File: config.mk
export PLATFORM = sky130hd
export DESIGN_NAME = midpoint_circle_generator_unit
export DESIGN_NICKNAME = d
export VERILOG_FILES = /design/src/rtl/mcg_pkg.sv /design/src/rtl/midpoint_circle_generator_unit.sv /design/src/rtl/mcg_front.sv /design/src/rtl/mcg_queue.sv /design/src/rtl/mcg_walk.sv
export SDC_FILE = /design/constraint.sdc
export NUM_CORES = 1
export LEC_CHECK = 0
export BUFFER_PORTS_ARGS = -buffer_cell sky130_fd_sc_hd__clkbuf_2
export CORE_MARGIN = 1
export CORE_UTILIZATION = 50
export CTS_BUF_LIST = sky130_fd_sc_hd__clkbuf_8
export CTS_CLUSTER_SIZE = 30
export DETAILED_ROUTE_END_ITERATION = 10
export PLACE_DENSITY = 0.69
export SLEW_MARGIN = 30
export SYNTH_ARGS = -nofsm -noshare
export SYNTH_HDL_FRONTEND = slang
export SYNTH_SLANG_ARGS = --single-unit
File: constraint.sdc
create_clock -name clk -period 18.9 [get_ports clk]
set_input_delay 2.835 -clock clk [delete_from_list [all_inputs] [get_ports clk]]
set_output_delay 2.835 -clock clk [all_outputs]
set_load 0.01 [all_outputs]
File: src/rtl/mcg_pkg.sv
`default_nettype none
package mcg_pkg;

  // field widths
  localparam int COORD_BITS  = 10;
  localparam int RADIUS_BITS = 6;
  localparam int OUT_BITS    = 12;

  // walk arithmetic widths: x and y offsets, decision variable
  localparam int STEP_BITS = RADIUS_BITS + 2;
  localparam int D_BITS    = RADIUS_BITS + 6;

  // guard on the number of beats per circle
  localparam int MAX_RES  = 48;
  localparam int CNT_BITS = $clog2(MAX_RES);

  // request queue between front and walker
  localparam int Q_DEPTH    = 2;
  localparam int Q_PTR_BITS = $clog2(Q_DEPTH);
  localparam int Q_CNT_BITS = $clog2(Q_DEPTH + 1);

  typedef struct packed {
    logic [COORD_BITS-1:0]  center_x;
    logic [COORD_BITS-1:0]  center_y;
    logic [RADIUS_BITS-1:0] circle_radius;
  } req_t;

  typedef struct packed {
    logic signed [OUT_BITS-1:0] cx_plus_x;
    logic signed [OUT_BITS-1:0] cx_minus_x;
    logic signed [OUT_BITS-1:0] cx_plus_y;
    logic signed [OUT_BITS-1:0] cx_minus_y;
    logic signed [OUT_BITS-1:0] cy_plus_y;
    logic signed [OUT_BITS-1:0] cy_minus_y;
    logic signed [OUT_BITS-1:0] cy_plus_x;
    logic signed [OUT_BITS-1:0] cy_minus_x;
    logic                       last_step;
  } res_t;

  // prepared circle job: centre, radius and starting decision value
  typedef struct packed {
    logic [COORD_BITS-1:0]  cx;
    logic [COORD_BITS-1:0]  cy;
    logic [RADIUS_BITS-1:0] r;
    logic [D_BITS-1:0]      d0;
  } job_t;

  typedef struct packed {
    logic valid;
    job_t job;
  } job_chan_t;

  typedef struct packed {
    logic busy;
    logic load;
  } walk_stat_t;

  typedef enum logic {
    WALK_IDLE,
    WALK_RUN
  } walk_state_t;

endpackage
`default_nettype wire

File: src/rtl/midpoint_circle_generator_unit.sv
`default_nettype none
// from an accepted request to its first result beat, a job passes through
// the front register, queue, walker load and output register, in that order
// throughput: one result beat per cycle while out_stall is low; a circle of
// n beats, n running from 2 (radius 0) to about 46, holds the walker busy
// reset: synchronous active-low rst_n empties front, queue, walker and output
module midpoint_circle_generator_unit (
  input  wire logic          clk,
  input  wire logic          rst_n,
  input  wire logic          in_valid,
  output logic               in_stall,
  input  wire mcg_pkg::req_t in_data,
  output logic               out_valid,
  input  wire logic          out_stall,
  output mcg_pkg::res_t      out_data
);
  import mcg_pkg::*;

  job_chan_t             push;
  job_chan_t             head;
  logic                  q_full;
  logic                  pop;
  logic [Q_CNT_BITS-1:0] q_cnt;
  walk_stat_t            stat;

  // request preparation
  mcg_front u_front (
    .clk      (clk),
    .rst_n    (rst_n),
    .in_valid (in_valid),
    .in_stall (in_stall),
    .in_data  (in_data),
    .q_full   (q_full),
    .push     (push)
  );

  // job queue
  mcg_queue u_queue (
    .clk    (clk),
    .rst_n  (rst_n),
    .push   (push),
    .pop    (pop),
    .q_full (q_full),
    .head   (head),
    .q_cnt  (q_cnt)
  );

  // decision-variable walker
  mcg_walk u_walk (
    .clk       (clk),
    .rst_n     (rst_n),
    .head      (head),
    .pop       (pop),
    .out_valid (out_valid),
    .out_stall (out_stall),
    .out_data  (out_data),
    .stat      (stat)
  );

`ifndef NO_ASSERTIONS
  // queue never holds more than its depth
  a_q_bound: assert property (@(posedge clk) disable iff (!rst_n)
    q_cnt <= Q_CNT_BITS'(Q_DEPTH))
    else $error("queue count beyond depth");

  // the walker only loads from a non-empty queue while idle
  a_load_ok: assert property (@(posedge clk) disable iff (!rst_n)
    stat.load |-> (q_cnt != '0) && !stat.busy)
    else $error("walker load without a queued job");

  // a circle ends only with its last beat in the output register
  a_end_last: assert property (@(posedge clk) disable iff (!rst_n)
    $fell(stat.busy) |-> out_valid && out_data.last_step)
    else $error("walk ended without a last beat");
`endif

endmodule
`default_nettype wire

File: src/rtl/mcg_front.sv
`default_nettype none
module mcg_front (
  input  wire logic          clk,
  input  wire logic          rst_n,
  input  wire logic          in_valid,
  output logic               in_stall,
  input  wire mcg_pkg::req_t in_data,
  input  wire logic          q_full,
  output mcg_pkg::job_chan_t push
);
  import mcg_pkg::*;

  logic fr_valid_r, fr_valid_nxt;
  job_t fr_job_r, fr_job_nxt;
  logic accept;
  logic push_ok;

  // hand the held job on whenever the queue has room
  assign push_ok  = fr_valid_r && !q_full;
  assign in_stall = fr_valid_r && q_full;
  assign accept   = in_valid && !in_stall;

  assign push.valid = push_ok;
  assign push.job   = fr_job_r;

  // prepare the job: starting decision value 3 - 2r
  always_comb begin
    fr_valid_nxt = fr_valid_r;
    fr_job_nxt   = fr_job_r;
    if (accept) begin
      fr_valid_nxt   = 1'b1;
      fr_job_nxt.cx  = in_data.center_x;
      fr_job_nxt.cy  = in_data.center_y;
      fr_job_nxt.r   = in_data.circle_radius;
      fr_job_nxt.d0  = D_BITS'(3) -
                       ({{(D_BITS-RADIUS_BITS){1'b0}}, in_data.circle_radius} << 1);
    end else if (push_ok) begin
      fr_valid_nxt = 1'b0;
    end
  end

  always_ff @(posedge clk) begin
    if (!rst_n) begin
      fr_valid_r <= 1'b0;
    end else begin
      fr_valid_r <= fr_valid_nxt;
    end
    fr_job_r <= fr_job_nxt;
  end

endmodule
`default_nettype wire

File: src/rtl/mcg_queue.sv
`default_nettype none
module mcg_queue (
  input  wire logic               clk,
  input  wire logic               rst_n,
  input  wire mcg_pkg::job_chan_t push,
  input  wire logic               pop,
  output logic                    q_full,
  output mcg_pkg::job_chan_t      head,
  output logic [mcg_pkg::Q_CNT_BITS-1:0] q_cnt
);
  import mcg_pkg::*;

  job_t                  slot_r [Q_DEPTH];
  logic [Q_PTR_BITS-1:0] wr_ptr_r, wr_ptr_nxt;
  logic [Q_PTR_BITS-1:0] rd_ptr_r, rd_ptr_nxt;
  logic [Q_CNT_BITS-1:0] cnt_r, cnt_nxt;
  logic                  do_push, do_pop;

  assign q_full     = (cnt_r == Q_CNT_BITS'(Q_DEPTH));
  assign head.valid = (cnt_r != '0);
  assign head.job   = slot_r[rd_ptr_r];
  assign q_cnt      = cnt_r;

  assign do_push = push.valid && !q_full;
  assign do_pop  = pop && head.valid;

  // pointer wrap at the queue depth
  always_comb begin
    wr_ptr_nxt = wr_ptr_r;
    rd_ptr_nxt = rd_ptr_r;
    cnt_nxt    = cnt_r;
    if (do_push) begin
      wr_ptr_nxt = (wr_ptr_r == Q_PTR_BITS'(Q_DEPTH-1)) ? '0 : wr_ptr_r + 1'b1;
    end
    if (do_pop) begin
      rd_ptr_nxt = (rd_ptr_r == Q_PTR_BITS'(Q_DEPTH-1)) ? '0 : rd_ptr_r + 1'b1;
    end
    if (do_push && !do_pop) begin
      cnt_nxt = cnt_r + 1'b1;
    end else if (do_pop && !do_push) begin
      cnt_nxt = cnt_r - 1'b1;
    end
  end

  always_ff @(posedge clk) begin
    if (!rst_n) begin
      wr_ptr_r <= '0;
      rd_ptr_r <= '0;
      cnt_r    <= '0;
    end else begin
      wr_ptr_r <= wr_ptr_nxt;
      rd_ptr_r <= rd_ptr_nxt;
      cnt_r    <= cnt_nxt;
    end
    if (do_push) begin
      slot_r[wr_ptr_r] <= push.job;
    end
  end

endmodule
`default_nettype wire

File: src/rtl/mcg_walk.sv
`default_nettype none
module mcg_walk (
  input  wire logic               clk,
  input  wire logic               rst_n,
  input  wire mcg_pkg::job_chan_t head,
  output logic                    pop,
  output logic                    out_valid,
  input  wire logic               out_stall,
  output mcg_pkg::res_t           out_data,
  output mcg_pkg::walk_stat_t     stat
);
  import mcg_pkg::*;

  walk_state_t state_r, state_nxt;

  logic [STEP_BITS-1:0]  x_r, x_nxt;
  logic [STEP_BITS-1:0]  y_r, y_nxt;
  logic [D_BITS-1:0]     d_r, d_nxt;
  logic [COORD_BITS-1:0] cx_r, cx_nxt;
  logic [COORD_BITS-1:0] cy_r, cy_nxt;
  logic [CNT_BITS-1:0]   cnt_r, cnt_nxt;
  logic                  out_valid_r, out_valid_nxt;
  res_t                  out_data_r, out_data_nxt;

  logic                  out_free;
  logic                  emit;
  logic                  more;
  logic                  d_le0;
  logic [OUT_BITS-1:0]   x_o, y_o, cx_o, cy_o;
  logic [D_BITS-1:0]     x_d, y_d;

  assign out_free  = !out_valid_r || !out_stall;
  assign emit      = (state_r == WALK_RUN) && out_free;
  assign out_valid = out_valid_r;
  assign out_data  = out_data_r;

  // another step follows while x <= y, capped at the beat guard
  assign more = ($signed({1'b0, x_r}) <= $signed({y_r[STEP_BITS-1], y_r})) &&
                (cnt_r != CNT_BITS'(MAX_RES-1));

  // next state
  always_comb begin
    state_nxt = state_r;
    unique case (state_r)
      WALK_IDLE: begin
        if (head.valid) begin
          state_nxt = WALK_RUN;
        end
      end
      WALK_RUN: begin
        if (emit && !more) begin
          state_nxt = WALK_IDLE;
        end
      end
      default: state_nxt = WALK_IDLE;
    endcase
  end

  assign pop        = (state_r == WALK_IDLE) && head.valid;
  assign stat.busy  = (state_r == WALK_RUN);
  assign stat.load  = pop;

  // symmetric coordinates, wrapped to the output width
  assign x_o  = {{(OUT_BITS-STEP_BITS){1'b0}}, x_r};
  assign y_o  = {{(OUT_BITS-STEP_BITS){y_r[STEP_BITS-1]}}, y_r};
  assign cx_o = {{(OUT_BITS-COORD_BITS){1'b0}}, cx_r};
  assign cy_o = {{(OUT_BITS-COORD_BITS){1'b0}}, cy_r};

  // decision update terms
  assign x_d   = {{(D_BITS-STEP_BITS){1'b0}}, x_r};
  assign y_d   = {{(D_BITS-STEP_BITS){y_r[STEP_BITS-1]}}, y_r};
  assign d_le0 = d_r[D_BITS-1] || (d_r == '0);

  // walk datapath and output register
  always_comb begin
    x_nxt         = x_r;
    y_nxt         = y_r;
    d_nxt         = d_r;
    cx_nxt        = cx_r;
    cy_nxt        = cy_r;
    cnt_nxt       = cnt_r;
    out_valid_nxt = out_valid_r;
    out_data_nxt  = out_data_r;
    if (!out_stall) begin
      out_valid_nxt = 1'b0;
    end
    if (pop) begin
      x_nxt   = '0;
      y_nxt   = {{(STEP_BITS-RADIUS_BITS){1'b0}}, head.job.r};
      d_nxt   = head.job.d0;
      cx_nxt  = head.job.cx;
      cy_nxt  = head.job.cy;
      cnt_nxt = '0;
    end
    if (emit) begin
      out_valid_nxt           = 1'b1;
      out_data_nxt.cx_plus_x  = cx_o + x_o;
      out_data_nxt.cx_minus_x = cx_o - x_o;
      out_data_nxt.cx_plus_y  = cx_o + y_o;
      out_data_nxt.cx_minus_y = cx_o - y_o;
      out_data_nxt.cy_plus_y  = cy_o + y_o;
      out_data_nxt.cy_minus_y = cy_o - y_o;
      out_data_nxt.cy_plus_x  = cy_o + x_o;
      out_data_nxt.cy_minus_x = cy_o - x_o;
      out_data_nxt.last_step  = !more;
      if (more) begin
        if (d_le0) begin
          d_nxt = d_r + (x_d << 2) + D_BITS'(6);
        end else begin
          d_nxt = d_r + ((x_d - y_d) << 2) + D_BITS'(10);
          y_nxt = y_r - 1'b1;
        end
        x_nxt   = x_r + 1'b1;
        cnt_nxt = cnt_r + 1'b1;
      end
    end
  end

  always_ff @(posedge clk) begin
    if (!rst_n) begin
      state_r     <= WALK_IDLE;
      out_valid_r <= 1'b0;
      cnt_r       <= '0;
    end else begin
      state_r     <= state_nxt;
      out_valid_r <= out_valid_nxt;
      cnt_r       <= cnt_nxt;
    end
    x_r        <= x_nxt;
    y_r        <= y_nxt;
    d_r        <= d_nxt;
    cx_r       <= cx_nxt;
    cy_r       <= cy_nxt;
    out_data_r <= out_data_nxt;
  end

endmodule
`default_nettype wire

==> results of run 1 <==
[stage by stage]
step / power [mW] / cell area [µm²] / setup slack [ns] / hold slack, ns
3_5_place_dp: 2.199 / 14050 / 13.61 / 0.4298
3_3_place_gp: 2.173 / 14050 / 13.64 / 0.4231
4_1_cts: 2.671 / 14840 / 14.18 / 0.4406
2_1_floorplan: 1.847 / 13070 / 7.182 / 0.4215
5_1_grt: 2.852 / 14850 / 13.93 / 0.4489
6_report: 2.655 / 14850 / 14.17 / 0.4379
[sequential cells by signal, summed over array words and instances (netlist names), 8 cells and up, named ones only]
signal / cells
u_walk.y_r: 8
u_walk.d_r: 12
u_walk.out_data: 89
u_walk.cy_r: 10
u_queue.slot_r: 64
u_front.push: 32
u_walk.x_r: 8
u_walk.cx_r: 10
[critical path: cells and delay by family]
family | cells | cell delay [ns]
AOI/OAI and AO/OA | 4 | 0.68
buffers and inverters | 3 | 0.93
and+or+nand+nor | 3 | 0.68
[cell type report]
class / instances / area share (%)
tap: 330 / 2.780
timing repair buffer: 135 / 4.701
clock inverter: 26 / 1.567
multi-input combinational: 705 / 37.50
clock buffer: 41 / 3.799
sequential: 247 / 47.17
inverter: 98 / 2.477
[cell families (layout without fill, tap and decap cells)]
family          after synthesis  after routing  share of synthesized area [%]
other cells                   1              2                        0.02870
simple gates                210            210                          8.016
flops                       247            247                          53.63
xor+xnor                     89             89                          5.966
buf+inv                     129            300                          4.003
mux                          43             43                          3.496
fa+ha+maj                   136            136                          13.66
compound gates              225            225                          11.20
[layer usage]
layer	track usage, %	share of wire [%]	vias up
li1	-	-	4222
met1	28.45	46	3982
met2	32.45	46	243
met3	3.250	5.4	56
met4	7.071	2.7	0
met5	0	0	-
[worst max-delay path by stage]
stage              start       endpoint  slack [ns]  cells past startpoint
6_report       out_stall  u_walk.y_r[6]       14.17                     10
5_1_grt        out_stall  u_walk.x_r[7]       13.93                     10
4_1_cts        out_stall  u_walk.y_r[6]       14.18                     10
3_5_place_dp   out_stall  u_walk.y_r[6]       13.61                     10
3_3_place_gp   out_stall  u_walk.y_r[6]       13.64                     10
2_1_floorplan  out_stall  u_walk.y_r[6]        7.18                      8
[placed cells by master (no fill, tap or decap), drive strengths merged, types with 5 or more instances in the layout]
master,netlist,routed
a211oi,10,10
a21boi,7,7
a21o,9,9
a21oi,67,67
a31oi,5,5
and2,9,9
and3,9,9
buf,14,9
clkbuf,17,167
clkinv,0,9
dfxtp,41,41
edfxtp,206,206
fa,11,11
ha,125,125
inv,98,110
mux2,21,21
mux2i,22,22
nand2,40,40
nand3,13,13
nand4,6,6
nor2,61,61
nor2b,19,19
nor3,23,23
nor4,9,9
o211ai,7,7
o21a,13,13
o21ai,48,48
o21bai,17,17
o31ai,7,7
or2,5,5
or3,8,8
xnor2,67,67
xor2,22,22
[power by group]
group	leakage (nW)	total (mW)	internal (mW)	switching, mW
Sequential	2.26	0.926	0.818	0.108
Clock	0.444	0.461	0.258	0.203
Combinational	3.32	1.27	0.524	0.745
==> metrics.txt, run 1 <==
Final Setup Violations 0; min-delay src u_front.push[4]; Pleak 6.021 nW; Worst path slowest cell buf_4; most common flop cell mapped by yosys edfxtp_1; CP cell instances clkbuf_2 > a21boi_4 > buf_4 > o311ai_0 > a31oi_2 > buf_4 > nand2_4 > or4_4 > nand3_2 > o21ai_2; final hold vios 0; vias per inst 5.375; hold path cells 0; post-CTS sizing 0; YS warnings 0; post-synthesis cell area 13070 µm²; WP data arrival 5.16 ns; synthesized area per cell 12.10 µm²; die width roughly 160 µm; DRT Pass-1 Iters 5; # DRC 0; Clk pin slew, worst setup/hold paths 0.06 ns; post-synthesis sequential area ratio 53.63%; CTS tree done; vias in the first global route 8031; Max Cap Viol 0; Die H ~160 µm; Core Util, Final 58.48%; Final period util 25.04%; Synth Instances between 1k and 1.5k; number of CTS-inserted buffers 41; Initial Util about half; largest cells by area after synthesis edfxtp_1, ha_1, dfxtp_1; outcome finished, final reports clean; minimum clock period 4.732 ns; Worst path max stage delay 0.49 ns; I/O Buffers 126; Least-Margin Pin Slew 0.7656 ns; final max-slew violation count 0; RePlAce Congestion 0.8937; WL final approximately 27 mm; core area between 20000 and 30000 µm²; Achievable Freq 0.2113 GHz; Unique masters post-synth 63; Yosys top cell area share 47.35%; synthesis-stage register bit count roughly 250; Slew headroom between 40% and 50%; Post-synth ARST share 0%; largest net degree at the start of global routing 49; count leader, synth edfxtp_1; Layout Cells excl Fill 1582; hold buffers post-CTS 0; final net count 1394; GR Overflow Total 0; worst r2r src u_walk.y_r[1]; worst skew pair latency 0.55 ns; ratio of cells with drive above 1 in the final layout 18.21%; worst r2r path cells 16; synth-to-layout area growth 13.69%; site row count a little under 60; Clock Root Buffer clkbuf_8; power per cell area 178.8 nW/µm²; critical path required time 19.32 ns; kind of critical path input pin to flip-flop; Max VDD drop ~0.095 mV; DP Cell Count 1515; post-route ant nets 0; type of the tightest min-delay check flip-flop to flip-flop; Vias 8503; 1st-iter DRT viols 514; H-tree depth 2; # clock sinks 247; die area 26780 µm²; WL per Instance 16.91 µm; Synth top cells by count edfxtp_1, ha_1, inv_1, a21oi_1, xnor2_1; area of the multi-input gates 5570 µm²; HPWL after detailed placement 20.04 mm; unrepaired setup endpoints after global routing no; Setup Buffers After CTS 0; area leader, netlist edfxtp_1; crit path max fanout 43; total track usage 20.45%; Worst Setup End Kind flip-flop; CTS Buffer Depth 3; ant diodes 0; Post-synth EDFFs roughly 210; reg2reg end u_walk.d_r[11]; Fin Setup TNS 0 ns; antenna violations before repair 0; Endpoint, Worst Hold u_queue.slot_r[0][4]; first-pass GRT wire length 41.97 mm; Critical Path Most Common Cell buf_4; flop2flop setup slack approximately 15 ns; Worst Setup Start Kind input pin; sequential cell area about 7000 µm²; clk_skew ~0.020 ns; # IOs 129; Layout fillers around 2.1k
No activity file was read; power rests on OpenSTA's default activity.
==> run 2: changes to the inputs <==
clock period = 4.7 ns   (was 18.9 ns; I/O delays follow)
==> metrics.txt, run 2 (same netlist as run 1, synthesis figures left out) <==
outcome finished, final reports clean; largest net degree at the start of global routing between 50 and 60; Worst Setup Start Kind flip-flop; Worst path max stage delay 0.49 ns; Final Setup Violations 0; worst skew pair latency 0.56 ns; pre-CTS setup slack ~1.0 ns; final net count 1400; final hold vios 0; WL per Instance 16.87 µm; total track usage 20.55%; # clock sinks 247; Worst path slowest cell dfxtp_1; 1st-iter DRT viols 609; Setup Buffers After CTS 0; internal power 6.374 mW; Max VDD drop roughly 0.38 mV; antenna violations before repair 0; ant diodes 0; post-CTS sizing 0; CTS Buffer Depth 3; CP cell instances inv_1 > ha_1 > nor2b_1 > o31ai_1 > nand2b_1 > a21oi_1 > xnor2_1 > ha_1 > ha_1 > o21a_1 > nor2_1 > a31oi_1 > a21o_1 > a21oi_1 > xor2_1 > o21ai_0; Fin Setup TNS 0 ns; clk_skew 0.03009 ns; number of flip-flops in the largest register between 80 and 90; CP Buf/Inv Count 1; NetSw between 4 and 5 mW; type of the tightest min-delay check input pin to flip-flop; hold_ws about 0.32 ns; minimum clock period 3.734 ns; Clock Root Buffer clkbuf_8; CP top delay family compound AO/OA/AOI/OAI gates; Slew headroom 51.25%; post-route ant nets 0; GR Overflow Total 0; die area between 20000 and 30000 µm²; RePlAce Congestion between 0.8 and 0.9; I/O Buffers approximately 130; Reg power frac 34.8%; number of CTS-inserted buffers 42; DRT Pass-1 Iters 5; die width 163.6 µm; hold buffers post-CTS 0; Worst Slack Setup Final 0.9660 ns; # DRC 0; WL met3 1.218 mm; vias per inst 5.375; Pleak 6.042 nW; clock power share roughly 17%; Least-Margin Pin Slew 0.7221 ns; H-tree depth 2; most frequent cells in the layout edfxtp_1, clkbuf_2, ha_1; Worst Setup End Kind flip-flop; Final period util 79.45%; critical path required time 5.11 ns; # IOs roughly 130; Switching Fraction 40.00%; WP data arrival 4.15 ns; unrepaired setup endpoints after global routing no; core area approximately 25000 µm²; first-pass GRT wire length 42.33 mm; Gate power share between 40% and 50%; Vias 8547; ratio of cells with drive above 1 in the final layout about 18%; Critical Path Most Common Cell ha_1; Max Cap Viol 0; Layout fillers around 2.1k; HPWL after detailed placement approximately 20 mm; kind of critical path flip-flop to flip-flop; met2 WL between 10 and 15 mm; Clk pin slew, worst setup/hold paths 0.06 ns; final max-slew violation count 0; power per cell area 714.6 nW/µm²; crit path max fanout 8; Initial Util 51.44%; Achievable Freq 0.2678 GHz; WL final 26.82 mm; Die H 163.6 µm; site row count 58; synth-to-layout area growth 13.77%; top sig layer met4; met1 wire length 12.71 mm; CTS tree done; vias in the first global route 8087; commonest non-fill, non-tap cell in the layout edfxtp_1
run 2: changes by cell type in the layout (fill, tap and decap cells not counted), sizes merged:
cell	before	now
buf	9	14
bufinv	4	2
inv	110	113
clkbuf	167	168
clkinvlp	1	2
run 2: final timing paths:
| kind | endpoint | slack, ns | from | cells past startpoint |
|---|---|---|---|---|
| worst max-delay path | u_walk.d_r[11] | 0.97 | u_walk.y_r[1] | 16 |
| worst min register to register | u_queue.slot_r[1][18] | 0.44 | u_front.push[18] | 0 |
| worst max register to register | u_walk.d_r[11] | 0.97 | u_walk.y_r[1] | 16 |
| worst min-delay path | u_front.push[28] | 0.32 | in_data[16] | 1 |
run 2: worst register-to-register path: stages, from the launching register on:
cell and delay, ns:
dfxtp_1 0.49, inv_1 0.26, ha_1 0.38, nor2b_1 0.15
o31ai_1 0.35, nand2b_1 0.10, a21oi_1 0.18, xnor2_1 0.14
ha_1 0.25, ha_1 0.34, o21a_1 0.20, nor2_1 0.08
a31oi_1 0.08, a21o_1 0.21, a21oi_1 0.16, xor2_1 0.15
o21ai_0 0.08
run 2: per-stage QoR:
stage | power (mW) | std cells | cell area (µm²) | util, %
finish | 10.62 | 1590 | 14860 | 58.52
global route | 11.44 | 1590 | 14860 | 58.52
CTS | 10.67 | 1590 | 14860 | 58.52
detailed placement | 8.814 | 1520 | 14080 | 55.45
global placement | 8.744 | 1520 | 14080 | 55.45
floorplan | 7.374 | 1081 | 13080 | -
run 2: cell type report:
type	instances	area [µm²]	area share, %
timing repair buffer	140	735.7	4.949
inverter	98	367.9	2.475
clock inverter	28	201.4	1.355
clock buffer	42	578.1	3.889
tap	330	412.9	2.778
sequential	247	7007	47.14
multi-input combinational	705	5562	37.42
run 2: layer usage:
layer | vias to the layer above | GRT usage (%)
li1 | 4227 | -
met1 | 4059 | 28.30
met5 | - | 0
met3 | 38 | 3.327
met2 | 223 | 32.76
met4 | 0 | 7.407
run 2: power groups by stage:
stage / combinational, mW / clock [mW] / sequential [mW]
4_1_cts: 5.11 / 1.87 / 3.70
3_3_place_gp: 5.02 / 0 / 3.72
5_1_grt: 5.73 / 1.96 / 3.76
2_1_floorplan: 3.58 / 0 / 3.79
6_report: 5.11 / 1.81 / 3.69
3_5_place_dp: 5.08 / 0 / 3.74
